**config.mk**
```make
export PLATFORM = sky130hd
export DESIGN_NAME = utf8_stream_decoder_top_flat
export DESIGN_NICKNAME = d
export VERILOG_FILES = /design/src/u8d_pkg.sv /design/src/u8d_ifs.sv /design/src/u8d_step.sv /design/src/u8d_outq.sv /design/src/utf8_stream_decoder_top.sv /design/src/flat_wrapper.sv
export SDC_FILE = /design/constraint.sdc
export NUM_CORES = 1
export LEC_CHECK = 0
export ABC_AREA = 1
export BUFFER_PORTS_ARGS = -buffer_cell sky130_fd_sc_hd__buf_2
export CAP_MARGIN = 0
export CORE_UTILIZATION = 35
export CTS_CLUSTER_DIAMETER = 100
export DETAILED_ROUTE_END_ITERATION = 16
export PLACE_DENSITY = 0.54
export REMOVE_ABC_BUFFERS = 1
export SLEW_MARGIN = 20
export SYNTH_ARGS = -nofsm -noshare
export SYNTH_HDL_FRONTEND = slang
export SYNTH_SLANG_ARGS = --single-unit
```
**constraint.sdc**
```tcl
create_clock -name clk -period 8.3 [get_ports clk]
set_clock_uncertainty 0.05 [all_clocks]
set_input_delay 0.415 -clock clk [delete_from_list [all_inputs] [get_ports clk]]
set_output_delay 0.415 -clock clk [all_outputs]
set_load 0.05 [all_outputs]
```
**src/u8d_pkg.sv**
```systemverilog
// Shared types, constants and lead-byte decode for the UTF-8 stream decoder.
package u8d_pkg;

  localparam int CpW    = 31;
  localparam int ByteW  = 8;
  localparam int CntW   = 3;
  localparam int QDepth = 4;
  localparam int QPtrW  = $clog2(QDepth);
  localparam int QLvlW  = $clog2(QDepth + 1);

  typedef logic [CpW-1:0]   cp_t;
  typedef logic [ByteW-1:0] byte_t;
  typedef logic [CntW-1:0]  cnt_t;

  localparam cp_t ReplReset = CpW'(63);

  // Byte class tags, compared against the top bits of a byte
  localparam logic [1:0] ContTag  = 2'b10;
  localparam logic [2:0] Lead2Tag = 3'b110;
  localparam logic [3:0] Lead3Tag = 4'b1110;
  localparam logic [4:0] Lead4Tag = 5'b11110;
  localparam logic [5:0] Lead5Tag = 6'b111110;
  localparam logic [6:0] Lead6Tag = 7'b1111110;

  // One result beat
  typedef struct packed {
    cp_t  code_point;
    logic replaced;
    logic run_end;
    logic text_end;
  } res_t;

  // Classification of a byte taken as a lead
  typedef struct packed {
    logic ascii;
    logic multi;
    cnt_t conts;
    cp_t  bits;
  } lead_t;

  function automatic lead_t lead_decode(byte_t b);
    lead_t l;
    l = '0;
    if (!b[7]) begin
      l.ascii = 1'b1;
    end else if (b[7:5] == Lead2Tag) begin
      l.multi = 1'b1;
      l.conts = CntW'(1);
      l.bits  = CpW'(b[4:0]);
    end else if (b[7:4] == Lead3Tag) begin
      l.multi = 1'b1;
      l.conts = CntW'(2);
      l.bits  = CpW'(b[3:0]);
    end else if (b[7:3] == Lead4Tag) begin
      l.multi = 1'b1;
      l.conts = CntW'(3);
      l.bits  = CpW'(b[2:0]);
    end else if (b[7:2] == Lead5Tag) begin
      l.multi = 1'b1;
      l.conts = CntW'(4);
      l.bits  = CpW'(b[1:0]);
    end else if (b[7:1] == Lead6Tag) begin
      l.multi = 1'b1;
      l.conts = CntW'(5);
      l.bits  = CpW'(b[0]);
    end
    return l;
  endfunction

  // Smallest value that is not overlong for a given continuation count
  function automatic cp_t overlong_floor(cnt_t c);
    cp_t f;
    case (c)
      3'd1:    f = CpW'(32'h80);
      3'd2:    f = CpW'(32'h800);
      3'd3:    f = CpW'(32'h10000);
      3'd4:    f = CpW'(32'h200000);
      3'd5:    f = CpW'(32'h4000000);
      default: f = '0;
    endcase
    return f;
  endfunction

endpackage

```
**src/u8d_ifs.sv**
```systemverilog
// Channel interfaces: byte input, result output and configuration write.
interface u8d_in_if import u8d_pkg::*; ();
  logic  valid;
  logic  ready;
  byte_t text_byte;
  logic  final_byte;
  modport source(output valid, text_byte, final_byte, input ready);
  modport sink(input valid, text_byte, final_byte, output ready);
endinterface

interface u8d_out_if import u8d_pkg::*; ();
  logic valid;
  logic ready;
  cp_t  code_point;
  logic replaced;
  logic run_end;
  logic text_end;
  modport source(output valid, code_point, replaced, run_end, text_end, input ready);
  modport sink(input valid, code_point, replaced, run_end, text_end, output ready);
endinterface

interface u8d_cfg_if import u8d_pkg::*; ();
  logic valid;
  logic ready;
  cp_t  replacement_char;
  modport source(output valid, replacement_char, input ready);
  modport sink(input valid, replacement_char, output ready);
endinterface

```
**src/u8d_step.sv**
```systemverilog
// Decoder state and per-byte decode producing up to two results.
module u8d_step import u8d_pkg::*; (
  input  logic       clk,
  input  logic       rst_n,
  input  logic       fire_i,
  input  byte_t      byte_i,
  input  logic       fin_i,
  input  cp_t        repl_i,
  output logic [1:0] n_o,
  output res_t       res0_o,
  output res_t       res1_o,
  output logic       busy_o
);

  cp_t  acc_r, acc_nxt;
  cnt_t rem_r, rem_nxt;
  cnt_t conts_r, conts_nxt;

  lead_t lead;
  logic  is_cont;
  logic  lead_has;
  cp_t   lead_cp;
  logic  lead_rep;
  cp_t   acc_shift;
  cnt_t  rem_dec;
  cp_t   r0_cp, r1_cp;
  logic  r0_rep, r1_rep;

  always_comb begin
    lead      = lead_decode(byte_i);
    is_cont   = (byte_i[7:6] == ContTag);
    acc_shift = {acc_r[CpW-7:0], byte_i[5:0]};
    rem_dec   = rem_r - CntW'(1);

    // Result of taking the byte as a lead
    lead_has = 1'b1;
    lead_cp  = repl_i;
    lead_rep = 1'b1;
    if (lead.ascii) begin
      lead_cp  = CpW'(byte_i);
      lead_rep = 1'b0;
    end else if (lead.multi && !fin_i) begin
      lead_has = 1'b0;
    end

    acc_nxt   = acc_r;
    rem_nxt   = rem_r;
    conts_nxt = conts_r;
    n_o       = 2'd0;
    r0_cp     = repl_i;
    r0_rep    = 1'b1;
    r1_cp     = lead_cp;
    r1_rep    = lead_rep;

    if (rem_r != '0 && is_cont) begin
      // Continuation of an open sequence
      if (rem_dec == '0) begin
        n_o       = 2'd1;
        if (acc_shift >= overlong_floor(conts_r)) begin
          r0_cp  = acc_shift;
          r0_rep = 1'b0;
        end
        acc_nxt   = '0;
        rem_nxt   = '0;
        conts_nxt = '0;
      end else if (fin_i) begin
        n_o       = 2'd1;
        acc_nxt   = '0;
        rem_nxt   = '0;
        conts_nxt = '0;
      end else begin
        acc_nxt = acc_shift;
        rem_nxt = rem_dec;
      end
    end else begin
      // Idle or broken sequence: decode the byte as a lead
      acc_nxt   = '0;
      rem_nxt   = '0;
      conts_nxt = '0;
      if (lead.multi && !fin_i) begin
        acc_nxt   = lead.bits;
        rem_nxt   = lead.conts;
        conts_nxt = lead.conts;
      end
      if (rem_r != '0) begin
        n_o = lead_has ? 2'd2 : 2'd1;
      end else if (lead_has) begin
        n_o    = 2'd1;
        r0_cp  = lead_cp;
        r0_rep = lead_rep;
      end
    end

    res0_o = '{code_point: r0_cp, replaced: r0_rep,
               run_end: (n_o == 2'd1), text_end: fin_i && (n_o == 2'd1)};
    res1_o = '{code_point: r1_cp, replaced: r1_rep,
               run_end: 1'b1, text_end: fin_i};
  end

  // Advance state on each decoded byte
  always_ff @(posedge clk) begin
    if (!rst_n) begin
      acc_r   <= '0;
      rem_r   <= '0;
      conts_r <= '0;
    end else if (fire_i) begin
      acc_r   <= acc_nxt;
      rem_r   <= rem_nxt;
      conts_r <= conts_nxt;
    end
  end

  assign busy_o = (rem_r != '0);

endmodule

```
**src/u8d_outq.sv**
```systemverilog
// Result queue: takes zero to two beats per cycle, gives one per cycle while popped.
module u8d_outq import u8d_pkg::*; (
  input  logic             clk,
  input  logic             rst_n,
  input  logic [1:0]       push_n_i,
  input  res_t             push0_i,
  input  res_t             push1_i,
  input  logic             pop_i,
  output logic             valid_o,
  output res_t             head_o,
  output logic [QLvlW-1:0] level_o
);

  res_t             mem_r [QDepth];
  logic [QPtrW-1:0] head_r, head_nxt;
  logic [QPtrW-1:0] tail_r, tail_nxt;
  logic [QLvlW-1:0] level_r, level_nxt;
  logic             pop_ok;

  always_comb begin
    pop_ok    = pop_i && (level_r != '0);
    head_nxt  = head_r + QPtrW'(pop_ok);
    tail_nxt  = tail_r + QPtrW'(push_n_i);
    level_nxt = level_r + QLvlW'(push_n_i) - QLvlW'(pop_ok);
  end

  // Write the pushed beats at the tail
  always_ff @(posedge clk) begin
    if (push_n_i != 2'd0) begin
      mem_r[tail_r] <= push0_i;
    end
    if (push_n_i == 2'd2) begin
      mem_r[tail_r + QPtrW'(1)] <= push1_i;
    end
  end

  // Advance pointers and fill level
  always_ff @(posedge clk) begin
    if (!rst_n) begin
      head_r  <= '0;
      tail_r  <= '0;
      level_r <= '0;
    end else begin
      head_r  <= head_nxt;
      tail_r  <= tail_nxt;
      level_r <= level_nxt;
    end
  end

  assign valid_o = (level_r != '0);
  assign head_o  = mem_r[head_r];
  assign level_o = level_r;

endmodule

```
**src/utf8_stream_decoder_top.sv**
```systemverilog
// Top level: input register, configuration register, decode step and result queue.
// An accepted byte is held in the input register and decoded into the queue that feeds out_ch.
// Throughput: one byte per cycle; a byte may give two results, drained at one per cycle
//   if out_ch is ready; the four-entry queue stalls input while fewer than two slots are free.
// Reset (rst_n low, synchronous): no sequence open, queue and input register empty,
//   replacement character back to 63.
module utf8_stream_decoder_top import u8d_pkg::*; (
  input logic       clk,
  input logic       rst_n,
  u8d_in_if.sink    in_ch,
  u8d_out_if.source out_ch,
  u8d_cfg_if.sink   cfg_ch
);

  logic             in_vld_r;
  byte_t            byte_r;
  logic             fin_r;
  cp_t              repl_r;
  logic             fire;
  logic [1:0]       push_n;
  res_t             res0, res1;
  logic             busy;
  logic             q_valid;
  res_t             q_head;
  logic [QLvlW-1:0] q_level;

  // Decode the held byte once the queue has room for two beats
  assign fire        = in_vld_r && (q_level <= QLvlW'(QDepth - 2));
  assign in_ch.ready = !in_vld_r || fire;
  assign cfg_ch.ready = 1'b1;

  // Hold the incoming byte
  always_ff @(posedge clk) begin
    if (!rst_n) begin
      in_vld_r <= 1'b0;
    end else if (in_ch.ready) begin
      in_vld_r <= in_ch.valid;
    end
  end

  always_ff @(posedge clk) begin
    if (in_ch.valid && in_ch.ready) begin
      byte_r <= in_ch.text_byte;
      fin_r  <= in_ch.final_byte;
    end
  end

  // Replacement character register
  always_ff @(posedge clk) begin
    if (!rst_n) begin
      repl_r <= ReplReset;
    end else if (cfg_ch.valid) begin
      repl_r <= cfg_ch.replacement_char;
    end
  end

  u8d_step u_step (
    .clk    (clk),
    .rst_n  (rst_n),
    .fire_i (fire),
    .byte_i (byte_r),
    .fin_i  (fin_r),
    .repl_i (repl_r),
    .n_o    (push_n),
    .res0_o (res0),
    .res1_o (res1),
    .busy_o (busy)
  );

  u8d_outq u_outq (
    .clk      (clk),
    .rst_n    (rst_n),
    .push_n_i (fire ? push_n : 2'd0),
    .push0_i  (res0),
    .push1_i  (res1),
    .pop_i    (out_ch.ready),
    .valid_o  (q_valid),
    .head_o   (q_head),
    .level_o  (q_level)
  );

  // Drive the result channel from the queue head
  assign out_ch.valid      = q_valid;
  assign out_ch.code_point = q_head.code_point;
  assign out_ch.replaced   = q_head.replaced;
  assign out_ch.run_end    = q_head.run_end;
  assign out_ch.text_end   = q_head.text_end;

  // A final byte always leaves the decoder idle
  a_fin_idle: assert property (@(posedge clk) disable iff (!rst_n)
    fire && fin_r |=> !busy)
    else $error("decoder still busy after final byte");

  // A final byte always yields at least one result
  a_fin_result: assert property (@(posedge clk) disable iff (!rst_n)
    fire && fin_r |-> push_n != 2'd0)
    else $error("final byte produced no result");

  // Queue never overfills
  a_q_bound: assert property (@(posedge clk) disable iff (!rst_n)
    q_level <= QLvlW'(QDepth))
    else $error("result queue overflow");

  // Reset leaves no sequence open
  a_rst_idle: assert property (@(posedge clk)
    !rst_n |=> !busy && !out_ch.valid)
    else $error("state not cleared by reset");

endmodule
```
**src/flat_wrapper.sv**
```systemverilog
// flat-port wrapper written by rule: the top's interface ports become plain ports
module utf8_stream_decoder_top_flat import u8d_pkg::*;
  (clk, rst_n, in_ch_valid, in_ch_text_byte, in_ch_final_byte, in_ch_ready, out_ch_valid, out_ch_code_point, out_ch_replaced, out_ch_run_end, out_ch_text_end, out_ch_ready, cfg_ch_valid, cfg_ch_replacement_char, cfg_ch_ready);
  u8d_in_if in_ch_i ();
  u8d_out_if out_ch_i ();
  u8d_cfg_if cfg_ch_i ();
  input logic clk;
  input logic rst_n;
  input wire logic [$bits(in_ch_i.valid)-1:0] in_ch_valid;
  input wire logic [$bits(in_ch_i.text_byte)-1:0] in_ch_text_byte;
  input wire logic [$bits(in_ch_i.final_byte)-1:0] in_ch_final_byte;
  output wire logic [$bits(in_ch_i.ready)-1:0] in_ch_ready;
  output wire logic [$bits(out_ch_i.valid)-1:0] out_ch_valid;
  output wire logic [$bits(out_ch_i.code_point)-1:0] out_ch_code_point;
  output wire logic [$bits(out_ch_i.replaced)-1:0] out_ch_replaced;
  output wire logic [$bits(out_ch_i.run_end)-1:0] out_ch_run_end;
  output wire logic [$bits(out_ch_i.text_end)-1:0] out_ch_text_end;
  input wire logic [$bits(out_ch_i.ready)-1:0] out_ch_ready;
  input wire logic [$bits(cfg_ch_i.valid)-1:0] cfg_ch_valid;
  input wire logic [$bits(cfg_ch_i.replacement_char)-1:0] cfg_ch_replacement_char;
  output wire logic [$bits(cfg_ch_i.ready)-1:0] cfg_ch_ready;
  assign in_ch_i.valid = in_ch_valid;
  assign in_ch_i.text_byte = in_ch_text_byte;
  assign in_ch_i.final_byte = in_ch_final_byte;
  assign in_ch_ready = in_ch_i.ready;
  assign out_ch_valid = out_ch_i.valid;
  assign out_ch_code_point = out_ch_i.code_point;
  assign out_ch_replaced = out_ch_i.replaced;
  assign out_ch_run_end = out_ch_i.run_end;
  assign out_ch_text_end = out_ch_i.text_end;
  assign out_ch_i.ready = out_ch_ready;
  assign cfg_ch_i.valid = cfg_ch_valid;
  assign cfg_ch_i.replacement_char = cfg_ch_replacement_char;
  assign cfg_ch_ready = cfg_ch_i.ready;
  utf8_stream_decoder_top u_core (.clk(clk), .rst_n(rst_n), .in_ch(in_ch_i), .out_ch(out_ch_i), .cfg_ch(cfg_ch_i));
endmodule
```
==> flow_summary.yaml <==
critical_path:
  cp.required_ps: 8440
  crit_chain: "buf_4 > nand3_2 > clkinv_2 > nand2_2 > nor2_4 > nor2_4 > o21ai_2 > a21oi_2 > inv_1 > nand2_1 > buf_4"
  cp_slowest_cell: "nand2_1"
  critPathTopFamily: "simple AND/OR/NAND/NOR gates"
  start_kind: "flip-flop"
  worst_ep_arrival_time_ps: 4770
  max_stage_delay_ps: 700
  crit_fanout: 40
  crit_type: "reg2reg"
  cp-end-kind: "flip-flop"
  crit_buf_inv: 4
floorplan:
  ioPinCount: 82
  die_w_um: 181
  core_um2: 31500
  die_area_um2: 32600
  fp.dieH_um: 181
  rows: 65
  start_util_pct: 35.5
final_layout:
  drive_gt1_share_pct: 11.6
  n_fill_cell: 3158
  multiInputGateArea_um2: 4580
  final_common_cell: "nand2_1"
  diodes: 0
  nets: 1438
  areaGrowthSynthToFinish_pct: 12.9
  final_cell_mix: "251 x nand2_1, 159 x o21ai_0, 141 x edfxtp_1"
  post_layout_nonfiller_instances: 1797
  utilization_pct: 40.0
  seq_area_um2: 5720
global_route:
  antenna_found_initial: 0
  gr-total-overflow: 0
  first_global_vias: 9365
  grt_pass1_wl_um: 52300
  grt_start_max_net_pins: 71
  grt_usage_pct: 20.3
route:
  wire_per_inst_um: 18.5
  route.met3.wl_um: 1900
  wl_um: 33200
  num_vias: 9711
  wl_met2_um: 15100
  met1_length_um: 15500
  drt_iter0_drc: 1055
  top_layer_used: "met4"
  antenna_left: 0
  drcViolationCount: 0
  drt-pass1-iter-count: 6
  viasPerCell: 5.40
placement:
  dp.cells: 1751
  dp_hpwl_um: 21400
  place.gp.congestion: 0.878
  portBuffers: 80
pwr:
  power_mw: 3.75
  p_leak_nw: 5.03
  power.density_nw_per_um2: 298
  ir_drop_uv: 294
sta:
  tightest_slew_ps: 1000
  hold_ws_ps: 19.1
  fin_crit_sh_pct: 55.7
  finalSetupTns_ps: 0
  period_minus_slack_ps: 4620
  setup_viol: 0
  timing.final.max_slew_violations: 0
  rsz0062_at_grt: "false"
  hold_viol_final: 0
  max_freq_mhz: 216
  max-slew-margin-rel_pct: 32.9
status:
  status: "completed"
synthesis:
  syn_area_um2: 11200
  synth_xor_xnor_area_share_pct: 0.392
  synth.avg_cell_area_um2: 8.36
  synth_seq_cells: 215
  postSynth.asyncResetShare_pct: 0
  synth_fa_ha_area_share_pct: 1.75
  syn_inst: 1334
  synth_edf_count: 141
  synth_simple_gate_area_share_pct: 20.7
  synth_cell_type_count: 42
  ys_warn_count: 0
  synthMuxAreaShare_pct: 0
  synth_ff_type: "edfxtp_1"
  ys_seq_area_share_pct: 51.2
  synth_top_family_by_area: "simple AND/OR/NAND/NOR gates"
  synth_compound_area_share_pct: 18.1
clock_tree:
  htreeDepth: 1
  cts_tree: "yes"
  clock_sinks: 215
  path_clk_slew_ps: 60
  cts_resized: 0
  cts_inserted_buffers: 24
  root_buffer: "clkbuf_16"
  clock_latency_ps: 530
  clockBufferDepth: 3
flow_run:
  maxCapViolCount: 0
worst_hold_path:
  hold_path_class: "in2reg"
## final cells by class
cell class | count | area share [%]
repair buffers | 99 | 4.37
well taps | 402 | 3.99
clock inverters | 14 | 1.04
flip-flops and latches | 215 | 45.4
multi-input cells | 914 | 36.3
inverters | 124 | 3.78
clock buffers | 29 | 5.09
## state kept, by name, summed over array words and instances (netlist names)
name	cells
u_core.u_outq.tail_r	2
u_core.u_step.acc_r	25
u_core.repl_r	31
u_core.fin_r	1
u_core.byte_r	8
u_core.u_step.rem_r	3
u_core.u_step.conts_r	3
u_core.u_outq.head_r	2
u_core.u_outq.mem_r	136
u_core.in_vld_r	1
u_core.u_outq.level_o	3
## worst reg2reg max path, cell delays in order, from the launching register on
cell and delay, ps:
edfxtp_1 360, buf_4 290, nand3_2 580, clkinv_2 530
nand2_2 210, nor2_4 70, nor2_4 530, o21ai_2 240
a21oi_2 190, inv_1 80, nand2_1 700, buf_4 450
## logic make-up (layout without fill, tap and decap cells)
kind of cell | count (synthesis) | in the layout
adders and majority gates | 15 | 15
other | 1 | 1
and+or+nand+nor | 524 | 524
AOI/OAI and AO/OA | 369 | 369
buffers and inverters | 205 | 266
xor gates and xnor gates | 5 | 5
DFF | 215 | 215
## cell usage after synthesis, types with 2 or more instances
master,count,area share [%]
nand2_1,251,8.4
o21ai_0,159,7.1
edfxtp_1,141,38
nand3_1,135,6.1
inv_1,116,3.9
nor2_1,103,3.5
dfxtp_1,74,13
o21ai_1,68,3.1
o22ai_1,62,3.5
a21oi_1,48,2.2
clkbuf_1,48,1.6
a211oi_1,21,1.4
buf_2,20,0.90
ha_1,14,1.6
nor3_1,11,0.49
nand4_1,9,0.50
buf_6,8,0.81
buf_1,4,0.13
inv_4,4,0.22
nor2_8,4,0.72
xor2_1,4,0.31
a21oi_2,3,0.24
inv_2,3,0.10
a31oi_1,2,0.11
nand2_2,2,0.11
nand3_2,2,0.18
nor2_4,2,0.20
o211ai_1,2,0.13
## where the power goes
group / leakage [nW] / switching (mW) / internal [mW]
Combinational: 2.68 / 1.04 / 0.310
Clock: 0.365 / 0.450 / 0.613
Sequential: 1.98 / 0.0637 / 1.27
Total: 5.03 / 1.56 / 2.20
## routing by layer
| layer | track usage [%] | vias up |
|---|---|---|
| li1 | - | 4735 |
| met1 | 28.3 | 4588 |
| met2 | 33.2 | 334 |
| met3 | 2.69 | 54 |
| met4 | 5.26 | 0 |
| met5 | 0 | - |
## metrics by stage
stage                     setup WS [ps]  area, um^2
after floorplan                    3760       10800
after global placement             3740       11800
after detailed placement           3590       11800
after CTS                          3610       12600
after global routing               3250       12600
final                              3680       12600
## path summary, 6_finish.rpt
kind,startpoint,cells after the start,slack (ps),end
setup / recovery,u_core.byte_r[7]$_DFFE_PP_,11,3680,u_core.u_outq.mem_r[0][11]$_DFFE_PP_
hold / removal,in_ch_text_byte[0],1,20,u_core.byte_r[0]$_DFFE_PP_
setup reg to reg,u_core.byte_r[7]$_DFFE_PP_,11,3680,u_core.u_outq.mem_r[0][11]$_DFFE_PP_
hold reg to reg,u_core.u_outq.mem_r[1][1]$_SDFFE_PP1P_,2,410,u_core.u_outq.mem_r[1][1]$_SDFFE_PP1P_
## repair_timing
item / 4_1_cts / 5_1_grt
hold endpoints to repair: 3 / 0
endpoints found under the setup margin: 0 / 0
buffers inserted: 0 / 0
hold buffers: 3 / 0
Note: power is estimated with default switching activity, not from simulation.
